File: config.mk
export PLATFORM = sky130hd
export DESIGN_NAME = timed_event_scheduler
export DESIGN_NICKNAME = d
export VERILOG_FILES = /design/src/hdl/tes_pkg.sv /design/src/hdl/tes_div.sv /design/src/hdl/timed_event_scheduler.sv
export SDC_FILE = /design/constraint.sdc
export NUM_CORES = 2
export LEC_CHECK = 0
export BUFFER_PORTS_ARGS = -buffer_cell sky130_fd_sc_hd__clkbuf_2
export CAP_MARGIN = 20
export CORE_MARGIN = 2
export CORE_UTILIZATION = 57
export CTS_CLUSTER_DIAMETER = 50
export CTS_CLUSTER_SIZE = 24
export DETAILED_ROUTE_END_ITERATION = 12
export PLACE_DENSITY = 0.79
export SLEW_MARGIN = 20
export SYNTH_ARGS = -nofsm -noshare
export SYNTH_HDL_FRONTEND = slang
export SYNTH_HIERARCHICAL = 1
export SYNTH_SLANG_ARGS = --single-unit
File: constraint.sdc
create_clock -name clk -period 8.47 [get_ports clk]
set_input_delay 0.847 -clock clk [delete_from_list [all_inputs] [get_ports clk]]
set_output_delay 0.847 -clock clk [all_outputs]
set_load 0.1 [all_outputs]
File: src/hdl/tes_pkg.sv
// Shared types and constants of the timed event scheduler.
// No dependencies; imported by every module of the block.
`timescale 1ns / 1ps

package tes_pkg;

	// Fixed field widths of the input word.
	localparam int TIME_W    = 32;
	localparam int IN_TAG_W  = 16;
	localparam int ACT_W     = 2;
	localparam int IN_DATA_W = 120;

	// Input action codes carried on the input tuser.
	localparam logic [ACT_W-1:0] ACT_TICK  = 2'd0;
	localparam logic [ACT_W-1:0] ACT_REG   = 2'd1;
	localparam logic [ACT_W-1:0] ACT_CLEAR = 2'd2;
	localparam logic [ACT_W-1:0] ACT_RUN   = 2'd3;

	// Result kinds carried on the output tuser.
	localparam logic KIND_FIRED  = 1'b0;
	localparam logic KIND_REJECT = 1'b1;

	// Sequencer states.
	typedef enum logic [2:0] {
		ST_IDLE,
		ST_SCAN,
		ST_PICK,
		ST_DIV,
		ST_FLUSH,
		ST_REJ,
		ST_PACK
	} state_t;

endpackage

File: src/hdl/tes_div.sv
// Restoring divider producing a fixed-point progress ratio, one quotient bit a cycle.
// Depends on tes_pkg for the time width.
`timescale 1ns / 1ps

module tes_div #(
	parameter int FRAC_BITS = 16
) (
	input  logic                         clk,
	input  logic                         arst_n,
	input  logic                         start,
	input  logic [tes_pkg::TIME_W-1:0]   dividend,
	input  logic [tes_pkg::TIME_W-1:0]   divisor,
	output logic                         done,
	output logic [FRAC_BITS:0]           quotient
);
	import tes_pkg::*;

	localparam int STEPS = FRAC_BITS + 1;
	localparam int CNT_W = $clog2(STEPS + 1);

	logic                run_q;
	logic                done_q;
	logic [CNT_W-1:0]    cnt_q;
	logic [TIME_W:0]     rem_q;
	logic [TIME_W-1:0]   dvs_q;
	logic [FRAC_BITS:0]  quo_q;
	logic                ge;
	logic [TIME_W:0]     rem_nx;

	// One trial subtraction per cycle.
	assign ge     = rem_q >= {1'b0, dvs_q};
	assign rem_nx = ge ? (rem_q - {1'b0, dvs_q}) : rem_q;

	// Step counter and completion pulse.
	always_ff @(posedge clk or negedge arst_n) begin
		if (!arst_n) begin
			run_q  <= 1'b0;
			done_q <= 1'b0;
			cnt_q  <= '0;
		end else begin
			done_q <= 1'b0;
			if (start) begin
				run_q <= 1'b1;
				cnt_q <= '0;
			end else if (run_q) begin
				cnt_q <= cnt_q + CNT_W'(1);
				if (cnt_q == CNT_W'(STEPS - 1)) begin
					run_q  <= 1'b0;
					done_q <= 1'b1;
				end
			end
		end
	end

	// Partial remainder and quotient shift register.
	always_ff @(posedge clk) begin
		if (start) begin
			rem_q <= {1'b0, dividend};
			dvs_q <= divisor;
			quo_q <= '0;
		end else if (run_q) begin
			rem_q <= {rem_nx[TIME_W-1:0], 1'b0};
			quo_q <= {quo_q[FRAC_BITS-1:0], ge};
		end
	end

	assign done     = done_q;
	assign quotient = quo_q;

endmodule

File: src/hdl/timed_event_scheduler.sv
// Top level of the timed event scheduler: event table memory, walk sequencer, output register.
// Depends on tes_pkg and instantiates tes_div.
`timescale 1ns / 1ps

// Usage:
// The s_ channel takes one word per action (tuser selects tick, register, clear or
// set running). The m_ channel returns one word per fired event or rejected
// registration; tlast marks the final word caused by one input word.
// Register, clear and set running complete on acceptance; a rejected registration
// passes through a reject state to show its word. A tick scans the packed table once
// per fired event plus once per domain walked, each scan going through the registered
// memory read and the pick step, and each event whose span is still open passes
// through the bit-serial divider. A final compaction pass rewrites the surviving
// entries.
// Reset empties the table, zeroes both clocks and pauses simulation time; no
// clearing pass is needed since only entries below the fill count are read.
// When the receiver stalls, the output register holds its word and the walk waits
// before loading the next; the input side accepts only while the sequencer is idle.

module timed_event_scheduler #(
	parameter int TABLE_DEPTH            = 16,
	parameter int TAG_BITS               = 16,
	parameter int PROGRESS_FRACTION_BITS = 16
) (
	input  logic                              clk,
	input  logic                              arst_n,
	// tdata: now_ticks, sim_domain, event_tag, begin_time, end_time, run_flag
	input  logic [tes_pkg::IN_DATA_W-1:0]     s_tdata,
	// tuser: action
	input  logic [tes_pkg::ACT_W-1:0]         s_tuser,
	input  logic                              s_tvalid,
	output logic                              s_tready,
	// tdata: fired_tag, fired_domain, progress, removed
	output logic [((TAG_BITS + PROGRESS_FRACTION_BITS + 3 + 7) / 8) * 8 - 1:0] m_tdata,
	// tuser: kind
	output logic                              m_tuser,
	output logic                              m_tlast,
	output logic                              m_tvalid,
	input  logic                              m_tready
);
	import tes_pkg::*;

	localparam int IW  = $clog2(TABLE_DEPTH);
	localparam int CW  = $clog2(TABLE_DEPTH + 1);
	localparam int PW  = PROGRESS_FRACTION_BITS + 1;
	localparam int EW  = 1 + TAG_BITS + 2 * TIME_W;
	localparam int ODW = ((TAG_BITS + PW + 2 + 7) / 8) * 8;

	// Input field unpacking.
	logic [TIME_W-1:0]   in_now;
	logic                in_dom;
	logic [TAG_BITS-1:0] in_tag;
	logic [TIME_W-1:0]   in_beg;
	logic [TIME_W-1:0]   in_end;
	logic                in_run;

	assign in_now = s_tdata[31:0];
	assign in_dom = s_tdata[32];
	assign in_tag = TAG_BITS'(s_tdata[48:33]);
	assign in_beg = s_tdata[80:49];
	assign in_end = s_tdata[112:81];
	assign in_run = s_tdata[113];

	state_t state_q, state_d;

	logic [CW-1:0]          used_q;
	logic [TIME_W-1:0]      real_now_q;
	logic [TIME_W-1:0]      sim_now_q;
	logic                   sim_run_q;
	logic                   dom_q;
	logic [TABLE_DEPTH-1:0] seen_q;
	logic [TABLE_DEPTH-1:0] drop_q;
	logic [CW-1:0]          rd_q;
	logic [CW-1:0]          wr_q;
	logic                   rv_s1;
	logic [IW-1:0]          idx_s1;
	logic [EW-1:0]          rdata_s1;
	logic                   found_q;
	logic [IW-1:0]          best_idx_q;
	logic [TIME_W-1:0]      best_beg_q;
	logic [TIME_W-1:0]      best_end_q;
	logic [TAG_BITS-1:0]    best_tag_q;

	logic                   pend_v_q;
	logic                   pend_kind_q;
	logic [TAG_BITS-1:0]    pend_tag_q;
	logic                   pend_dom_q;
	logic [PW-1:0]          pend_prog_q;
	logic                   pend_rem_q;

	logic                   out_v_q;
	logic                   out_kind_q;
	logic                   out_last_q;
	logic [TAG_BITS-1:0]    out_tag_q;
	logic                   out_dom_q;
	logic [PW-1:0]          out_prog_q;
	logic                   out_rem_q;

	logic [EW-1:0] mem [TABLE_DEPTH];

	logic              s_acc;
	logic              out_free;
	logic              full;
	logic [TIME_W-1:0] now_dom;
	logic              pass_end;
	logic              quick;
	logic              out_load;
	logic              out_last;
	logic              scan_init;
	logic              pack_init;
	logic              div_start;
	logic              div_done;
	logic [PW-1:0]     div_quo;
	logic              mem_we;
	logic [IW-1:0]     mem_wa;
	logic [EW-1:0]     mem_wd;

	// Fields of the entry under compare.
	logic                rd_dom;
	logic [TAG_BITS-1:0] rd_tag;
	logic [TIME_W-1:0]   rd_beg;
	logic [TIME_W-1:0]   rd_end;
	logic                cand;

	assign rd_end = rdata_s1[TIME_W-1:0];
	assign rd_beg = rdata_s1[2*TIME_W-1:TIME_W];
	assign rd_tag = rdata_s1[2*TIME_W+TAG_BITS-1:2*TIME_W];
	assign rd_dom = rdata_s1[EW-1];

	assign s_acc    = s_tvalid && s_tready;
	assign s_tready = (state_q == ST_IDLE);
	assign out_free = !out_v_q || m_tready;
	assign full     = (used_q == CW'(TABLE_DEPTH));
	assign now_dom  = dom_q ? sim_now_q : real_now_q;
	assign pass_end = (rd_q == used_q) && !rv_s1;
	assign quick    = (best_beg_q == best_end_q) || (now_dom > best_end_q);

	// A due entry of the walked domain, not yet fired, earlier than the best so far.
	assign cand = rv_s1 && (rd_dom == dom_q) && !seen_q[idx_s1] && (rd_beg <= now_dom)
		&& (!found_q || (rd_beg < best_beg_q));

	// Next state and sequencing strobes.
	always_comb begin
		state_d   = state_q;
		out_load  = 1'b0;
		out_last  = 1'b0;
		scan_init = 1'b0;
		pack_init = 1'b0;
		div_start = 1'b0;
		case (state_q)
			ST_IDLE: begin
				if (s_acc && s_tuser == ACT_TICK) begin
					state_d   = ST_SCAN;
					scan_init = 1'b1;
				end else if (s_acc && s_tuser == ACT_REG && full) begin
					state_d = ST_REJ;
				end
			end
			ST_SCAN: begin
				if (pass_end) begin
					state_d = ST_PICK;
				end
			end
			ST_PICK: begin
				if (found_q) begin
					if (!pend_v_q || out_free) begin
						out_load = pend_v_q;
						if (quick) begin
							state_d   = ST_SCAN;
							scan_init = 1'b1;
						end else begin
							state_d   = ST_DIV;
							div_start = 1'b1;
						end
					end
				end else if (!dom_q && sim_run_q) begin
					state_d   = ST_SCAN;
					scan_init = 1'b1;
				end else if (pend_v_q) begin
					state_d = ST_FLUSH;
				end else begin
					state_d   = ST_PACK;
					pack_init = 1'b1;
				end
			end
			ST_DIV: begin
				if (div_done) begin
					state_d   = ST_SCAN;
					scan_init = 1'b1;
				end
			end
			ST_FLUSH: begin
				if (out_free) begin
					out_load  = 1'b1;
					out_last  = 1'b1;
					state_d   = ST_PACK;
					pack_init = 1'b1;
				end
			end
			ST_REJ: begin
				if (out_free) begin
					out_load = 1'b1;
					out_last = 1'b1;
					state_d  = ST_IDLE;
				end
			end
			ST_PACK: begin
				if (pass_end) begin
					state_d = ST_IDLE;
				end
			end
			default: begin
				state_d = ST_IDLE;
			end
		endcase
	end

	// State register.
	always_ff @(posedge clk or negedge arst_n) begin
		if (!arst_n) begin
			state_q <= ST_IDLE;
		end else begin
			state_q <= state_d;
		end
	end

	// Clocks, fill count, walk control and pending-result flag.
	always_ff @(posedge clk or negedge arst_n) begin
		if (!arst_n) begin
			used_q     <= '0;
			real_now_q <= '0;
			sim_now_q  <= '0;
			sim_run_q  <= 1'b0;
			dom_q      <= 1'b0;
			seen_q     <= '0;
			drop_q     <= '0;
			rd_q       <= '0;
			wr_q       <= '0;
			rv_s1      <= 1'b0;
			found_q    <= 1'b0;
			pend_v_q   <= 1'b0;
		end else begin
			// Actions taken at acceptance.
			if (s_acc) begin
				case (s_tuser)
					ACT_TICK: begin
						real_now_q <= in_now;
						if (sim_run_q) begin
							sim_now_q <= sim_now_q + (in_now - real_now_q);
						end
						dom_q  <= 1'b0;
						seen_q <= '0;
						drop_q <= '0;
					end
					ACT_REG: begin
						if (full) begin
							pend_v_q <= 1'b1;
						end else begin
							used_q <= used_q + CW'(1);
						end
					end
					ACT_CLEAR: begin
						used_q <= '0;
					end
					ACT_RUN: begin
						sim_run_q <= in_run;
					end
					default: begin
					end
				endcase
			end

			// Read pipeline shared by the scan and compaction passes.
			if (scan_init || pack_init) begin
				rd_q    <= '0;
				rv_s1   <= 1'b0;
				found_q <= 1'b0;
			end else if (state_q == ST_SCAN || state_q == ST_PACK) begin
				if (rd_q != used_q) begin
					rd_q  <= rd_q + CW'(1);
					rv_s1 <= 1'b1;
				end else begin
					rv_s1 <= 1'b0;
				end
				if (state_q == ST_SCAN && cand) begin
					found_q <= 1'b1;
				end
			end

			if (pack_init) begin
				wr_q <= '0;
			end else if (state_q == ST_PACK) begin
				if (rv_s1 && !drop_q[idx_s1]) begin
					wr_q <= wr_q + CW'(1);
				end
				if (pass_end) begin
					used_q <= wr_q;
				end
			end

			// Firing the picked event, moving to the simulated domain and tracking the pending result.
			if (state_q == ST_PICK) begin
				if (found_q && (!pend_v_q || out_free)) begin
					seen_q[best_idx_q] <= 1'b1;
					pend_v_q           <= quick;
					if (quick) begin
						drop_q[best_idx_q] <= 1'b1;
					end
				end else if (!found_q && !dom_q && sim_run_q) begin
					dom_q <= 1'b1;
				end
			end
			if (state_q == ST_DIV && div_done) begin
				pend_v_q <= 1'b1;
			end
			if ((state_q == ST_FLUSH || state_q == ST_REJ) && out_free) begin
				pend_v_q <= 1'b0;
			end
		end
	end

	// Best-candidate and pending-result payload.
	always_ff @(posedge clk) begin
		if (state_q == ST_SCAN || state_q == ST_PACK) begin
			idx_s1 <= rd_q[IW-1:0];
		end
		if (state_q == ST_SCAN && cand) begin
			best_idx_q <= idx_s1;
			best_beg_q <= rd_beg;
			best_end_q <= rd_end;
			best_tag_q <= rd_tag;
		end
		if (s_acc && s_tuser == ACT_REG) begin
			pend_kind_q <= KIND_REJECT;
			pend_tag_q  <= in_tag;
			pend_dom_q  <= in_dom;
			pend_prog_q <= '0;
			pend_rem_q  <= 1'b0;
		end
		if (state_q == ST_PICK && found_q && (!pend_v_q || out_free) && quick) begin
			pend_kind_q <= KIND_FIRED;
			pend_tag_q  <= best_tag_q;
			pend_dom_q  <= dom_q;
			pend_rem_q  <= 1'b1;
			if (best_beg_q == best_end_q) begin
				pend_prog_q <= '0;
			end else begin
				pend_prog_q <= {1'b1, {PROGRESS_FRACTION_BITS{1'b0}}};
			end
		end
		if (state_q == ST_DIV && div_done) begin
			pend_kind_q <= KIND_FIRED;
			pend_tag_q  <= best_tag_q;
			pend_dom_q  <= dom_q;
			pend_rem_q  <= 1'b0;
			pend_prog_q <= div_quo;
		end
	end

	// Progress ratio of the picked event.
	tes_div #(
		.FRAC_BITS (PROGRESS_FRACTION_BITS)
	) u_div (
		.clk      (clk),
		.arst_n   (arst_n),
		.start    (div_start),
		.dividend (now_dom - best_beg_q),
		.divisor  (best_end_q - best_beg_q),
		.done     (div_done),
		.quotient (div_quo)
	);

	// Single write port: new entry on registration, survivors during compaction.
	always_comb begin
		mem_we = 1'b0;
		mem_wa = used_q[IW-1:0];
		mem_wd = {in_dom, in_tag, in_beg, in_end};
		if (s_acc && s_tuser == ACT_REG && !full) begin
			mem_we = 1'b1;
		end else if (state_q == ST_PACK && rv_s1 && !drop_q[idx_s1]) begin
			mem_we = 1'b1;
			mem_wa = wr_q[IW-1:0];
			mem_wd = rdata_s1;
		end
	end

	// Event table with registered read.
	always_ff @(posedge clk) begin
		if (mem_we) begin
			mem[mem_wa] <= mem_wd;
		end
		rdata_s1 <= mem[rd_q[IW-1:0]];
	end

	// Output register.
	always_ff @(posedge clk or negedge arst_n) begin
		if (!arst_n) begin
			out_v_q <= 1'b0;
		end else if (out_load) begin
			out_v_q <= 1'b1;
		end else if (m_tready) begin
			out_v_q <= 1'b0;
		end
	end

	always_ff @(posedge clk) begin
		if (out_load) begin
			out_kind_q <= pend_kind_q;
			out_last_q <= out_last;
			out_tag_q  <= pend_tag_q;
			out_dom_q  <= pend_dom_q;
			out_prog_q <= pend_prog_q;
			out_rem_q  <= pend_rem_q;
		end
	end

	assign m_tvalid = out_v_q;
	assign m_tuser  = out_kind_q;
	assign m_tlast  = out_last_q;
	assign m_tdata  = ODW'({out_rem_q, out_prog_q, out_dom_q, out_tag_q});

endmodule

==> reports/qor.csv <==
stage,metric,value,unit
route,vias_per_cell,6.41,
grt,first_global_vias,41800,
clocking,cts_buffer_depth,3,
placement,dp_slack,2.41,ns
yosys,synth-xor-area-share,1.25,%
yosys,ys_top_cells_by_area,"edfxtp_1 (60%), mux4_2 (12%), dfrtp_1 (4.2%)",
setup_path,r2r_start,dom_q,
finish,nFillCells,8785,
yosys,yosys.area.top_type,edfxtp_1,
setup_path,crit_top_cell,buf_4,
setup_path,cp_data_arrival_time,6.68,ns
power,power_density,328,nW/µm²
setup_path,cp_slowest_cell,dfrtp_2,
setup_path,crit_path_max_incr_delay,0.72,ns
setup_path,crit_buf_inv,3,
yosys,synthArstFlopShare,7.27,%
setup_path,rr_worst_depth,15,
yosys,syn_area,75600,µm²
yosys,ys_seq_elements,1747,
route,remaining_drc_errors,0,
finish,final_net_count,5035,
yosys,synth-compound-area-share,5.28,%
setup_path,critical_path.max_fanout,55,
timing,fin_ws,2.30,ns
yosys,yosys_warnings,6,
clocking,path_clk_slew,0.08,ns
yosys,synth-simple-area-share,4.35,%
grt,grt-ovfl-total,0,
setup_path,crit_family,simple AND/OR/NAND/NOR gates,
power,seqPwrFrac,41.7,%
power,vdd_drop_max,0.000229,V
setup_path,r2r_setup_slack,2.30,ns
yosys,muxShareOfSynthArea,14.6,%
timing,slew_headroom,26.0,%
route,dr_total_vias,41700,
clocking,cts_buffers,133,
setup_path,endpoint,u_div/rem_q[22],
power,p_sw,9560,µW
timing,period_share,72.8,%
floorplan,core_area,132000,µm²
power,p_comb_share,33.3,%
floorplan,dieHeight,368,µm
timing,worst_pin_slew,1.11,ns
timing,period_needed,6.17,ns
route,wl_per_cell,28.5,µm
setup_path,r2r-end,u_div/rem_q[22],
clocking,cts.repair.resized,0,
power,clkPwrFrac,25.0,%
grt,grt_max_degree,163,
finish,area_growth,10.3,%
setup_path,end_kind,flip-flop,
grt,track_usage,27.6,%
floorplan,die_width,368,µm
timing,skew,0.0512,ns
timing,clock.fmax,162,MHz
yosys,synth_edf_count,1519,
timing,final_hold_viol_count,0,
clocking,clock_sinks,1747,
placement,portBuffers,158,
clocking,clk_latency,0.81,ns
yosys,ys_dominant_reg_cell,edfxtp_1,
yosys,synthAdderAreaFrac,4.71,%
yosys,synth_top_cell_area_share,60.3,%
grt,antenna_found_initial,9,
yosys,synth.most_common_cell,edfxtp_1,
yosys,ys_top_cells_by_count,"edfxtp_1 (1,519), mux4_2 (415), inv_1 (306), ha_1 (230), nand2_1 (223)",
floorplan,die-area,136000,µm²
route,postRouteWirelength,185,mm
route,antenna_left,0,
power,sw_frac_of_total,35.0,%
yosys,synth_top_family_by_area,multiplexers,
setup_path,start_kind,flip-flop,
power,power.total,27300,µW
setup_path,crit_chain,buf_4 > mux2i_1 > inv_1 > ha_1 > and3_1 > nand4_1 > or2_2 > a21oi_1 > o31ai_1 > a22o_1 > nand2_1 > nor2_4 > buf_4 > nor2_1 > a221o_1,
setup_path,worstSetupPathDepth,15,
yosys,synth_cell_type_count,85,
timing,rsz0062_at_grt,no,
setup_path,worstSetupPathType,reg2reg,
finish,drive_above_1_share,20.3,%
grt,grt_pass1_wl,274,mm
route,firstDrtPassIters,6,
placement,detailed_place_hpwl,109,mm
power,cellLeakagePower,0.0295,µW
timing,maxSlewViolCount,0,
floorplan,row_count,133,
yosys,syn_inst,4487,
floorplan,start_util,57.4,%
timing,tns,0,ns
setup_path,worstPathRequired,8.99,ns
yosys,synth_seq_area_share,67.2,%
clocking,postCtsHoldBufs,0,
power,intPower,17800,µW
timing,setup_viol_count_final,0,
yosys,avgSynthCellArea,16.9,µm²
clocking,ctsHtreeMaxLevel,4,
min_path,hp-class,in2async,
clocking,cts_root_buf,clkbuf_16,
job,maxCapViolCount,0,
clocking,cts_tree,yes,
status,status,"finished, final reports clean",
route,drt_iter0_drc,5272,
clocking,cts_setup_buffers,0,
setup_path,crit_path_start,dom_q,
placement,place_congestion,0.953,
floorplan,ioPinCount,170,
-- per-layer routing --
layer	global-route usage [%]	wire length, µm	vias up	share of wire [%]
met5	0	25	-	0.013
met4	9.91	6630	4	3.6
met3	4.94	17300	354	9.3
li1	-	-	17800	-
met1	37.9	71100	21300	38
met2	44.7	90300	2260	49
-- flip-flops by register name (all words and copies together) (netlist names), 3 cells and up --
signal,cells
idx_s1,4
wr_q,5
real_now_q,32
seen_q,16
u_div/cnt_q,5
out_prog_q,17
best_beg_q,32
best_tag_q,16
best_end_q,32
rdata_s1,81
pend_tag_q,16
pend_prog_q,17
used_q,5
state_q,3
u_div/quotient,17
u_div/dvs_q,32
mem,1296
out_tag_q,16
rd_q,5
sim_now_q,32
best_idx_q,4
u_div/rem_q,33
drop_q,16
-- kinds of logic (layout without fill, tap and decap cells) --
| group | count (synthesis) | after routing |
|---|---|---|
| simple gates | 689 | 689 |
| other cells | 1 | 8 |
| xor+xnor | 108 | 108 |
| fa+ha+maj | 264 | 264 |
| mux | 575 | 575 |
| compound gates | 612 | 612 |
| flops | 1747 | 1747 |
| buf+inv | 491 | 754 |
-- power groups by stage --
stage | combinational, µW | sequential (µW) | clock [µW]
detailed placement | 8950 | 11600 | 0
finish | 9100 | 11400 | 6830
floorplan | 6720 | 11300 | 0
CTS | 9040 | 11400 | 6900
global route | 9950 | 11500 | 7190
global placement | 8760 | 11500 | 0
-- layout make-up --
type	instances	area (µm²)	area share [%]
timing repair buffer	203	1380	1.66
multi-input combinational	2253	23000	27.6
tap	1755	2200	2.63
clock inverter	98	1340	1.61
antenna	3	7.51	0.00900
sequential	1747	50800	60.9
clock buffer	146	3440	4.12
inverter	307	1150	1.38
-- metrics by stage --
stage	area [µm²]	cells	hold slack, ns	util, %
floorplan	75600	4491	0.400	-
detailed placement	78500	6263	0.405	59.7
global route	83400	6509	0.228	63.4
global placement	78500	6263	0.401	59.7
finish	83400	6512	0.181	63.4
CTS	83300	6507	0.163	63.3
-- cells in the final DEF (no fill, tap or decap), types with 47 or more instances in the layout --
| master | synthesis | layout |
|---|---|---|
| mux4_2 | 415 | 415 |
| clkbuf_16 | 0 | 134 |
| o21ai_0 | 140 | 140 |
| nor2_1 | 168 | 150 |
| nand2_1 | 223 | 221 |
| edfxtp_1 | 1519 | 1519 |
| a21o_1 | 95 | 95 |
| mux2i_1 | 59 | 59 |
| dfxtp_1 | 101 | 101 |
| inv_1 | 306 | 306 |
| xnor2_1 | 70 | 70 |
| mux2_2 | 61 | 61 |
| nand4_1 | 47 | 47 |
| ha_1 | 230 | 230 |
| a21oi_1 | 148 | 148 |
| dfrtp_1 | 127 | 122 |
| clkbuf_2 | 0 | 157 |
-- how the worst min path moves through the flow --
stage / depth (start not counted) / to
floorplan: 0 / out_rem_q
global placement: 0 / out_prog_q[2]
detailed placement: 0 / out_prog_q[11]
CTS: 1 / u_div/cnt_q[3]
global route: 1 / u_div/cnt_q[4]
finish: 1 / u_div/cnt_q[3]
Note: power is estimated with default switching activity, not from simulation.
